File: src/rtl/f16fc_pkg.sv
// Shared types, constants and helpers of the Fletcher-16 frame checker.
package f16fc_pkg;

  localparam int unsigned ByteW  = 8;
  localparam int unsigned QDepth = 4;
  localparam int unsigned QAw    = $clog2(QDepth);

  localparam logic [ByteW:0] ModBase = 9'd255;

  // Front-end sequencer phases, one-hot.
  typedef enum logic [3:0] {
    PH_LEN   = 4'b0001,
    PH_DATA  = 4'b0010,
    PH_CK_HI = 4'b0100,
    PH_CK_LO = 4'b1000
  } phase_e;

  // What the back end has to emit for one queued command.
  typedef enum logic [1:0] {
    CMD_GEN   = 2'd0,
    CMD_CHECK = 2'd1,
    CMD_LERR  = 2'd2
  } cmd_kind_e;

  typedef struct packed {
    cmd_kind_e        kind;
    logic [ByteW-1:0] hi;
    logic [ByteW-1:0] lo;
    logic             ok;
  } cmd_t;

  // Queue handshake between front end and queue.
  typedef struct packed {
    logic push;
    cmd_t cmd;
  } push_t;

  // Fold a sum of two mod-255 operands back into range.
  function automatic logic [ByteW-1:0] fold255(input logic [ByteW:0] t);
    logic [ByteW:0] r;
    r = (t >= ModBase) ? (t - ModBase) : t;
    return r[ByteW-1:0];
  endfunction

endpackage

File: src/rtl/f16fc_front.sv
// Front end: frame sequencer, Fletcher-16 running sums and command issue.
module f16fc_front (
  input  logic                       clk_i,
  input  logic                       rst_ni,
  input  logic                       in_valid_i,
  input  logic                       func_i,
  input  logic [f16fc_pkg::ByteW-1:0] byte_i,
  input  logic                       q_full_i,
  output logic                       in_ready_o,
  output f16fc_pkg::push_t           push_o
);

  f16fc_pkg::phase_e             phase_q, phase_d;
  logic [f16fc_pkg::ByteW-1:0]   rem_q, rem_d;
  logic [f16fc_pkg::ByteW-1:0]   slo_q, slo_d;
  logic [f16fc_pkg::ByteW-1:0]   shi_q, shi_d;
  logic                          gen_q, gen_d;
  logic                          hm_q, hm_d;
  logic                          acc;
  logic [f16fc_pkg::ByteW-1:0]   base_lo, base_hi, s1, s2, rem_nx;

  assign in_ready_o = !q_full_i;
  assign acc        = in_valid_i && in_ready_o;

  // A length byte restarts both sums from zero.
  assign base_lo = (phase_q == f16fc_pkg::PH_LEN) ? '0 : slo_q;
  assign base_hi = (phase_q == f16fc_pkg::PH_LEN) ? '0 : shi_q;
  assign s1 = f16fc_pkg::fold255({1'b0, base_lo} + {1'b0, byte_i});
  assign s2 = f16fc_pkg::fold255({1'b0, base_hi} + {1'b0, s1});
  assign rem_nx = ((phase_q == f16fc_pkg::PH_LEN) ? byte_i : rem_q) - 8'd1;

  always_comb begin
    phase_d          = phase_q;
    rem_d            = rem_q;
    slo_d            = slo_q;
    shi_d            = shi_q;
    gen_d            = gen_q;
    hm_d             = hm_q;
    push_o.push      = 1'b0;
    push_o.cmd.kind  = f16fc_pkg::CMD_LERR;
    push_o.cmd.hi    = s2;
    push_o.cmd.lo    = s1;
    push_o.cmd.ok    = 1'b0;
    if (acc) begin
      unique case (phase_q)
        f16fc_pkg::PH_LEN: begin
          if (byte_i == '0) begin
            push_o.push     = 1'b1;
            push_o.cmd.kind = f16fc_pkg::CMD_LERR;
          end else begin
            gen_d = func_i;
            hm_d  = 1'b0;
            slo_d = s1;
            shi_d = s2;
            rem_d = rem_nx;
            if (rem_nx == '0) begin
              if (func_i) begin
                push_o.push     = 1'b1;
                push_o.cmd.kind = f16fc_pkg::CMD_GEN;
                phase_d         = f16fc_pkg::PH_LEN;
              end else begin
                phase_d = f16fc_pkg::PH_CK_HI;
              end
            end else begin
              phase_d = f16fc_pkg::PH_DATA;
            end
          end
        end
        f16fc_pkg::PH_DATA: begin
          slo_d = s1;
          shi_d = s2;
          rem_d = rem_nx;
          if (rem_nx == '0) begin
            if (gen_q) begin
              push_o.push     = 1'b1;
              push_o.cmd.kind = f16fc_pkg::CMD_GEN;
              phase_d         = f16fc_pkg::PH_LEN;
            end else begin
              phase_d = f16fc_pkg::PH_CK_HI;
            end
          end
        end
        f16fc_pkg::PH_CK_HI: begin
          hm_d    = (byte_i == shi_q);
          phase_d = f16fc_pkg::PH_CK_LO;
        end
        f16fc_pkg::PH_CK_LO: begin
          push_o.push     = 1'b1;
          push_o.cmd.kind = f16fc_pkg::CMD_CHECK;
          push_o.cmd.ok   = hm_q && (byte_i == slo_q);
          phase_d         = f16fc_pkg::PH_LEN;
        end
        default: phase_d = f16fc_pkg::PH_LEN;
      endcase
    end
  end

  always_ff @(posedge clk_i or negedge rst_ni) begin
    if (!rst_ni) begin
      phase_q <= f16fc_pkg::PH_LEN;
      rem_q   <= '0;
      slo_q   <= '0;
      shi_q   <= '0;
      gen_q   <= 1'b0;
      hm_q    <= 1'b0;
    end else begin
      phase_q <= phase_d;
      rem_q   <= rem_d;
      slo_q   <= slo_d;
      shi_q   <= shi_d;
      gen_q   <= gen_d;
      hm_q    <= hm_d;
    end
  end

  a_data_has_rem: assert property (@(posedge clk_i) disable iff (!rst_ni)
    phase_q == f16fc_pkg::PH_DATA |-> rem_q != '0)
    else $error("data phase with no covered bytes left");

  a_sums_in_range: assert property (@(posedge clk_i) disable iff (!rst_ni)
    slo_q != 8'hFF && shi_q != 8'hFF)
    else $error("running sum left mod-255 range");

endmodule

File: src/rtl/f16fc_queue.sv
// Short command queue between front end and back end.
module f16fc_queue (
  input  logic              clk_i,
  input  logic              rst_ni,
  input  f16fc_pkg::push_t  push_i,
  output logic              full_o,
  input  logic              pop_i,
  output logic              empty_o,
  output f16fc_pkg::cmd_t   cmd_o
);

  f16fc_pkg::cmd_t              mem_q [f16fc_pkg::QDepth];
  logic [f16fc_pkg::QAw-1:0]    wr_q, rd_q;
  logic [f16fc_pkg::QAw:0]      cnt_q;
  logic                         wr_en, rd_en;

  assign full_o  = (cnt_q == (f16fc_pkg::QAw+1)'(f16fc_pkg::QDepth));
  assign empty_o = (cnt_q == '0);
  assign wr_en   = push_i.push && !full_o;
  assign rd_en   = pop_i && !empty_o;
  assign cmd_o   = mem_q[rd_q];

  always_ff @(posedge clk_i) begin
    if (wr_en) begin
      mem_q[wr_q] <= push_i.cmd;
    end
  end

  always_ff @(posedge clk_i or negedge rst_ni) begin
    if (!rst_ni) begin
      wr_q  <= '0;
      rd_q  <= '0;
      cnt_q <= '0;
    end else begin
      if (wr_en) wr_q <= wr_q + 1'b1;
      if (rd_en) rd_q <= rd_q + 1'b1;
      cnt_q <= cnt_q + (f16fc_pkg::QAw+1)'(wr_en) - (f16fc_pkg::QAw+1)'(rd_en);
    end
  end

  a_cnt_bound: assert property (@(posedge clk_i) disable iff (!rst_ni)
    cnt_q <= (f16fc_pkg::QAw+1)'(f16fc_pkg::QDepth))
    else $error("queue fill beyond depth");

  a_no_push_full: assert property (@(posedge clk_i) disable iff (!rst_ni)
    full_o |-> !push_i.push)
    else $error("command pushed into full queue");

endmodule

File: src/rtl/f16fc_back.sv
// Back end: expands queued commands into result words in an output register.
module f16fc_back (
  input  logic                        clk_i,
  input  logic                        rst_ni,
  input  logic                        q_empty_i,
  input  f16fc_pkg::cmd_t             cmd_i,
  output logic                        pop_o,
  output logic                        out_valid_o,
  input  logic                        out_ready_i,
  output logic [f16fc_pkg::ByteW-1:0] out_byte_o,
  output logic                        check_ok_o,
  output logic                        length_error_o,
  output logic                        last_o
);

  logic                        vld_q, vld_d;
  logic                        pend_q, pend_d;
  logic [f16fc_pkg::ByteW-1:0] lo_q, lo_d;
  logic [f16fc_pkg::ByteW-1:0] ob_q, ob_d;
  logic                        ok_q, ok_d, le_q, le_d, lst_q, lst_d;
  logic                        free;

  assign free  = !vld_q || out_ready_i;
  assign pop_o = free && !pend_q && !q_empty_i;

  always_comb begin
    vld_d  = vld_q;
    pend_d = pend_q;
    lo_d   = lo_q;
    ob_d   = ob_q;
    ok_d   = ok_q;
    le_d   = le_q;
    lst_d  = lst_q;
    if (free) begin
      vld_d = 1'b0;
      if (pend_q) begin
        // Second word of a generated checksum: low byte.
        vld_d  = 1'b1;
        pend_d = 1'b0;
        ob_d   = lo_q;
        ok_d   = 1'b0;
        le_d   = 1'b0;
        lst_d  = 1'b1;
      end else if (!q_empty_i) begin
        vld_d = 1'b1;
        unique case (cmd_i.kind)
          f16fc_pkg::CMD_GEN: begin
            pend_d = 1'b1;
            lo_d   = cmd_i.lo;
            ob_d   = cmd_i.hi;
            ok_d   = 1'b0;
            le_d   = 1'b0;
            lst_d  = 1'b0;
          end
          f16fc_pkg::CMD_CHECK: begin
            ob_d  = '0;
            ok_d  = cmd_i.ok;
            le_d  = 1'b0;
            lst_d = 1'b1;
          end
          default: begin
            ob_d  = '0;
            ok_d  = 1'b0;
            le_d  = 1'b1;
            lst_d = 1'b1;
          end
        endcase
      end
    end
  end

  always_ff @(posedge clk_i or negedge rst_ni) begin
    if (!rst_ni) begin
      vld_q  <= 1'b0;
      pend_q <= 1'b0;
    end else begin
      vld_q  <= vld_d;
      pend_q <= pend_d;
    end
  end

  always_ff @(posedge clk_i) begin
    lo_q  <= lo_d;
    ob_q  <= ob_d;
    ok_q  <= ok_d;
    le_q  <= le_d;
    lst_q <= lst_d;
  end

  assign out_valid_o    = vld_q;
  assign out_byte_o     = ob_q;
  assign check_ok_o     = ok_q;
  assign length_error_o = le_q;
  assign last_o         = lst_q;

  a_pend_high_word: assert property (@(posedge clk_i) disable iff (!rst_ni)
    pend_q |-> vld_q && !lst_q)
    else $error("low byte pending without high byte on output");

  a_no_pop_pending: assert property (@(posedge clk_i) disable iff (!rst_ni)
    pend_q |-> !pop_o)
    else $error("queue popped while low byte still pending");

endmodule

File: src/rtl/fletcher16_frame_checker_top.sv
// A result command is queued as its closing byte is accepted, then loads the output register.
// The low byte of a generated checksum follows once the high byte is taken.
// Throughput: one input byte per cycle unless the queue is full; one result word per cycle unless stalled.
// A generated checksum gives two words from one command; a four-entry queue
// between the front sequencer and the output register absorbs the burst.
// Reset (rst_ni low, asynchronous) empties the queue and output and awaits a length byte.
// Top level of the Fletcher-16 frame checker and generator.
module fletcher16_frame_checker_top (
  input  logic       clk_i,
  input  logic       rst_ni,
  input  logic       s_axis_tvalid_i,
  output logic       s_axis_tready_o,
  input  logic [7:0] s_axis_tdata_i,  // [7:0] data_byte
  input  logic [0:0] s_axis_tuser_i,  // [0] func
  output logic       m_axis_tvalid_o,
  input  logic       m_axis_tready_i,
  output logic [7:0] m_axis_tdata_o,  // [7:0] out_byte
  output logic [1:0] m_axis_tuser_o,  // [0] check_ok, [1] length_error
  output logic       m_axis_tlast_o
);

  f16fc_pkg::push_t push;
  f16fc_pkg::cmd_t  q_cmd;
  logic             q_full, q_empty, q_pop;

  f16fc_front u_front (
    .clk_i      (clk_i),
    .rst_ni     (rst_ni),
    .in_valid_i (s_axis_tvalid_i),
    .func_i     (s_axis_tuser_i[0]),
    .byte_i     (s_axis_tdata_i),
    .q_full_i   (q_full),
    .in_ready_o (s_axis_tready_o),
    .push_o     (push)
  );

  f16fc_queue u_queue (
    .clk_i   (clk_i),
    .rst_ni  (rst_ni),
    .push_i  (push),
    .full_o  (q_full),
    .pop_i   (q_pop),
    .empty_o (q_empty),
    .cmd_o   (q_cmd)
  );

  f16fc_back u_back (
    .clk_i          (clk_i),
    .rst_ni         (rst_ni),
    .q_empty_i      (q_empty),
    .cmd_i          (q_cmd),
    .pop_o          (q_pop),
    .out_valid_o    (m_axis_tvalid_o),
    .out_ready_i    (m_axis_tready_i),
    .out_byte_o     (m_axis_tdata_o),
    .check_ok_o     (m_axis_tuser_o[0]),
    .length_error_o (m_axis_tuser_o[1]),
    .last_o         (m_axis_tlast_o)
  );

endmodule

File: config.mk
export PLATFORM = sky130hd
export DESIGN_NAME = fletcher16_frame_checker_top
export DESIGN_NICKNAME = d
export VERILOG_FILES = /design/src/rtl/f16fc_pkg.sv /design/src/rtl/f16fc_front.sv /design/src/rtl/f16fc_queue.sv /design/src/rtl/f16fc_back.sv /design/src/rtl/fletcher16_frame_checker_top.sv
export SDC_FILE = /design/constraint.sdc
export NUM_CORES = 1
export LEC_CHECK = 0
export BUFFER_PORTS_ARGS = -buffer_cell sky130_fd_sc_hd__clkbuf_2
export CAP_MARGIN = 40
export CELL_PAD_IN_SITES_DETAIL_PLACEMENT = 1
export CELL_PAD_IN_SITES_GLOBAL_PLACEMENT = 1
export CORE_MARGIN = 5
export CORE_UTILIZATION = 40
export DETAILED_ROUTE_END_ITERATION = 10
export PLACE_DENSITY_LB_ADDON = 0.1
export SLEW_MARGIN = 20
export SYNTH_ARGS = -nofsm -noshare
export SYNTH_HDL_FRONTEND = slang
export SYNTH_SLANG_ARGS = --single-unit
File: constraint.sdc
create_clock -name clk_i -period 15.8 [get_ports clk_i]
set_clock_uncertainty 0.05 [all_clocks]
set_input_delay 3.16 -clock clk_i [delete_from_list [all_inputs] [get_ports clk_i]]
set_output_delay 3.16 -clock clk_i [all_outputs]
set_load 0.01 [all_outputs]
==> impl_metrics.env <==
export IMPL_final_setup_tns_ns=0
export IMPL_dieArea_sq_um=21200
export IMPL_relSlewSlack_pct=43.5
export IMPL_grt_pass1_vias=5190
export IMPL_worst_pin_slew_ns=0.847
export IMPL_cts_setup_buffers=0
export IMPL_io_pins=26
export IMPL_synth_distinct_cells=81
export IMPL_register_area_sq_um=3830
export IMPL_drive_gt1_share_pct=19.6
export IMPL_grt_pass1_wl_mm=29.4
export IMPL_rrSetupSlack_ns=8.89
export IMPL_path_delay_family="compound AO/OA/AOI/OAI gates"
export IMPL_yosysWarnings=0
export IMPL_clk_pin_slew_ns=0.06
export IMPL_core_area_sq_um=18100
export IMPL_place_gp_congestion=0.819
export IMPL_syn_nets=649
export IMPL_antenna_found_initial=0
export IMPL_status="finished, final reports clean"
export IMPL_vias_per_cell=5.70
export IMPL_vias=4995
export IMPL_grt_start_max_net_pins=40
export IMPL_async_reset_ff_share_pct=29.1
export IMPL_drc_errors=0
export IMPL_synth_ff_type="edfxtp_1"
export IMPL_synthCells=607
export IMPL_detail_route_antenna_nets=0
export IMPL_critical_path_required_ns=15.90
export IMPL_yosys_top_cells_area="edfxtp_1 39%, dfrtp_1 13%, mux4_2 5.8%"
export IMPL_wl_per_cell_microns=20.6
export IMPL_cp_num_buf_inv=2
export IMPL_crit_type="in -> reg"
export IMPL_synth_edf_count=95
export IMPL_nets=677
export IMPL_port_buffers=25
export IMPL_path_max_fanout=7
export IMPL_cts_hold_buf=0
export IMPL_tritoncts="yes"
export IMPL_die_y_microns=146
export IMPL_clockRootBuffer="clkbuf_16"
export IMPL_worstPathCellList="clkbuf_2 > ha_1 > inv_1 > fa_1 > nor2b_1 > o22ai_1 > xnor2_1 > o2111ai_1 > o21ai_0 > xor2_1 > ha_1 > fa_1 > a211oi_1 > nor2_1 > nor4_1 > o2111ai_2 > o21ai_2 > mux2_2"
export IMPL_drt_initial_drc_count=205
export IMPL_grt_remaining_overflow=0
export IMPL_slowest_delay_ns=0.61
export IMPL_fmax_mhz=117
export IMPL_yosys_area_top_type="edfxtp_1"
export IMPL_met3_usage_pct=2.96
export IMPL_cp_slowest_cell="nor4_1"
export IMPL_synth_commonest_cells="95 x edfxtp_1, 48 x nand2_1, 38 x dfrtp_1, 35 x nor2_1, 26 x ha_1"
export IMPL_htreeDepth=4
export IMPL_start_util_pct=40.8
export IMPL_setup_viol=0
export IMPL_grt_util_met1_pct=23.5
export IMPL_cts_sinks=134
export IMPL_die_w_microns=146
export IMPL_clk_path_buf_depth=2
export IMPL_end_kind="flop"
export IMPL_areaGrowthSynthToFinish_pct=13.4
export IMPL_synth_seq_area_share_pct=51.9
export IMPL_slew_viol_final=0
export IMPL_synth_seq_cells=134
export IMPL_avgSynthCellArea_sq_um=12.1
export IMPL_n_fill_cell=1883
export IMPL_grt_usage_pct=17.6
export IMPL_dp_hpwl_mm=13.0
export IMPL_synth_top_area_share_pct=38.7
export IMPL_syn_cell_area_sq_um=7370
export IMPL_cp_start_kind="input pin"
export IMPL_min_period_over_period_pct=54.3
export IMPL_drt_pass1_iter_count=4
export IMPL_arrival_ns=8.68
export IMPL_synth_most_common_cell="edfxtp_1"
export IMPL_rsz0062_at_grt="no"
export IMPL_hold_path_class="reg -> reg"
export IMPL_cts_resized=0
export IMPL_busiest_layer="met2"
export IMPL_hold_violations=0
export IMPL_cts_made_buffers=17
export IMPL_rows=49
export IMPL_multi_input_area_sq_um=3350
export IMPL_use_met2_pct=28.8
export IMPL_wirelength_mm=18.1
export IMPL_clock_latency_ns=0.42
export IMPL_max_cap_violations=0
export IMPL_diodes=0
export IMPL_period_minus_slack_ns=8.58
-- stage by stage --
| stage | std cells | util (%) | hold slack (ns) | instance area [sq um] | worst slack (ns) |
|---|---|---|---|---|---|
| after detailed placement | 843 | 42.6 | 0.441 | 7710 | 6.89 |
| after global routing | 877 | 46.2 | 0.480 | 8360 | 6.77 |
| after CTS | 875 | 46.2 | 0.454 | 8350 | 7.32 |
| after floorplan | 607 | - | 0.413 | 7370 | 7.73 |
| final | 877 | 46.2 | 0.450 | 8360 | 7.22 |
| after global placement | 841 | 42.6 | 0.432 | 7700 | 7.15 |
-- cell type report --
cell class	instances	area share, %
Timing Repair Buffer	36	2.42
Clock inverter	9	1.65
Multi-Input combinational cell	431	40.0
Clock buffer	23	5.99
Tap cell	229	3.43
Sequential cell	134	45.8
Inverter	15	0.674
-- path summary, 6_finish.rpt --
path	cells after the start	endpoint	start
min in group asynchronous	2	u_back.out_valid_o	rst_ni
setup / recovery	18	u_queue.mem_q[3][10]	s_axis_tdata_i[0]
hold reg to reg	1	u_front.hm_q	u_front.hm_q
setup reg to reg	18	u_queue.mem_q[3][10]	u_front.phase_q[0]
max in group asynchronous	2	u_front.gen_q	rst_ni
hold / removal	1	u_front.hm_q	u_front.hm_q
-- cell usage in the layout (no fill, tap or decap), types with 9 or more instances in the layout --
| master | count |
|---|---|
| edfxtp_1 | 95 |
| nand2_1 | 48 |
| dfrtp_1 | 38 |
| nor2_1 | 35 |
| ha_1 | 26 |
| clkbuf_2 | 26 |
| o21ai_0 | 25 |
| xnor2_1 | 24 |
| nor3_1 | 23 |
| and2_1 | 19 |
| mux4_2 | 19 |
| clkbuf_16 | 19 |
| a21oi_1 | 17 |
| nand3_1 | 17 |
| inv_1 | 15 |
| xor2_1 | 13 |
| mux2_2 | 13 |
| nand2b_1 | 11 |
| nor4_1 | 10 |
| buf_4 | 9 |
-- logic make-up (layout without fill, tap and decap cells) --
| group | count (synthesis) | in the layout | share of synthesized area, % |
|---|---|---|---|
| and+or+nand+nor | 215 | 215 | 16.0 |
| DFF | 134 | 134 | 51.9 |
| AOI/OAI and AO/OA | 110 | 110 | 10.8 |
| buffers and inverters | 42 | 83 | 2.68 |
| muxes | 40 | 40 | 9.01 |
| xor gates and xnor gates | 37 | 37 | 4.40 |
| adders and majority gates | 29 | 29 | 5.23 |
-- per-layer routing --
layer	vias up	part of all wire, %
met5	-	0
met4	0	2.2
met3	26	2.9
met2	88	49
met1	2518	46
li1	2363	-
-- registers in the layout, summed over array words and instances, names as in the netlist --
name and count:
u_back.check_ok_o 1, u_back.last_o 1, u_back.length_error_o 1, u_back.lo_q 8
u_back.out_byte_o 8, u_back.out_valid_o 1, u_back.pend_q 1, u_front.gen_q 1
u_front.hm_q 1, u_front.phase_q 4, u_front.rem_q 8, u_front.shi_q 8
u_front.slo_q 8, u_queue.cnt_q 3, u_queue.mem_q 76, u_queue.rd_q 2
u_queue.wr_q 2
Power is not shown: default switching activity piles up to over one toggle a cycle in this logic, so the estimate is an artifact.
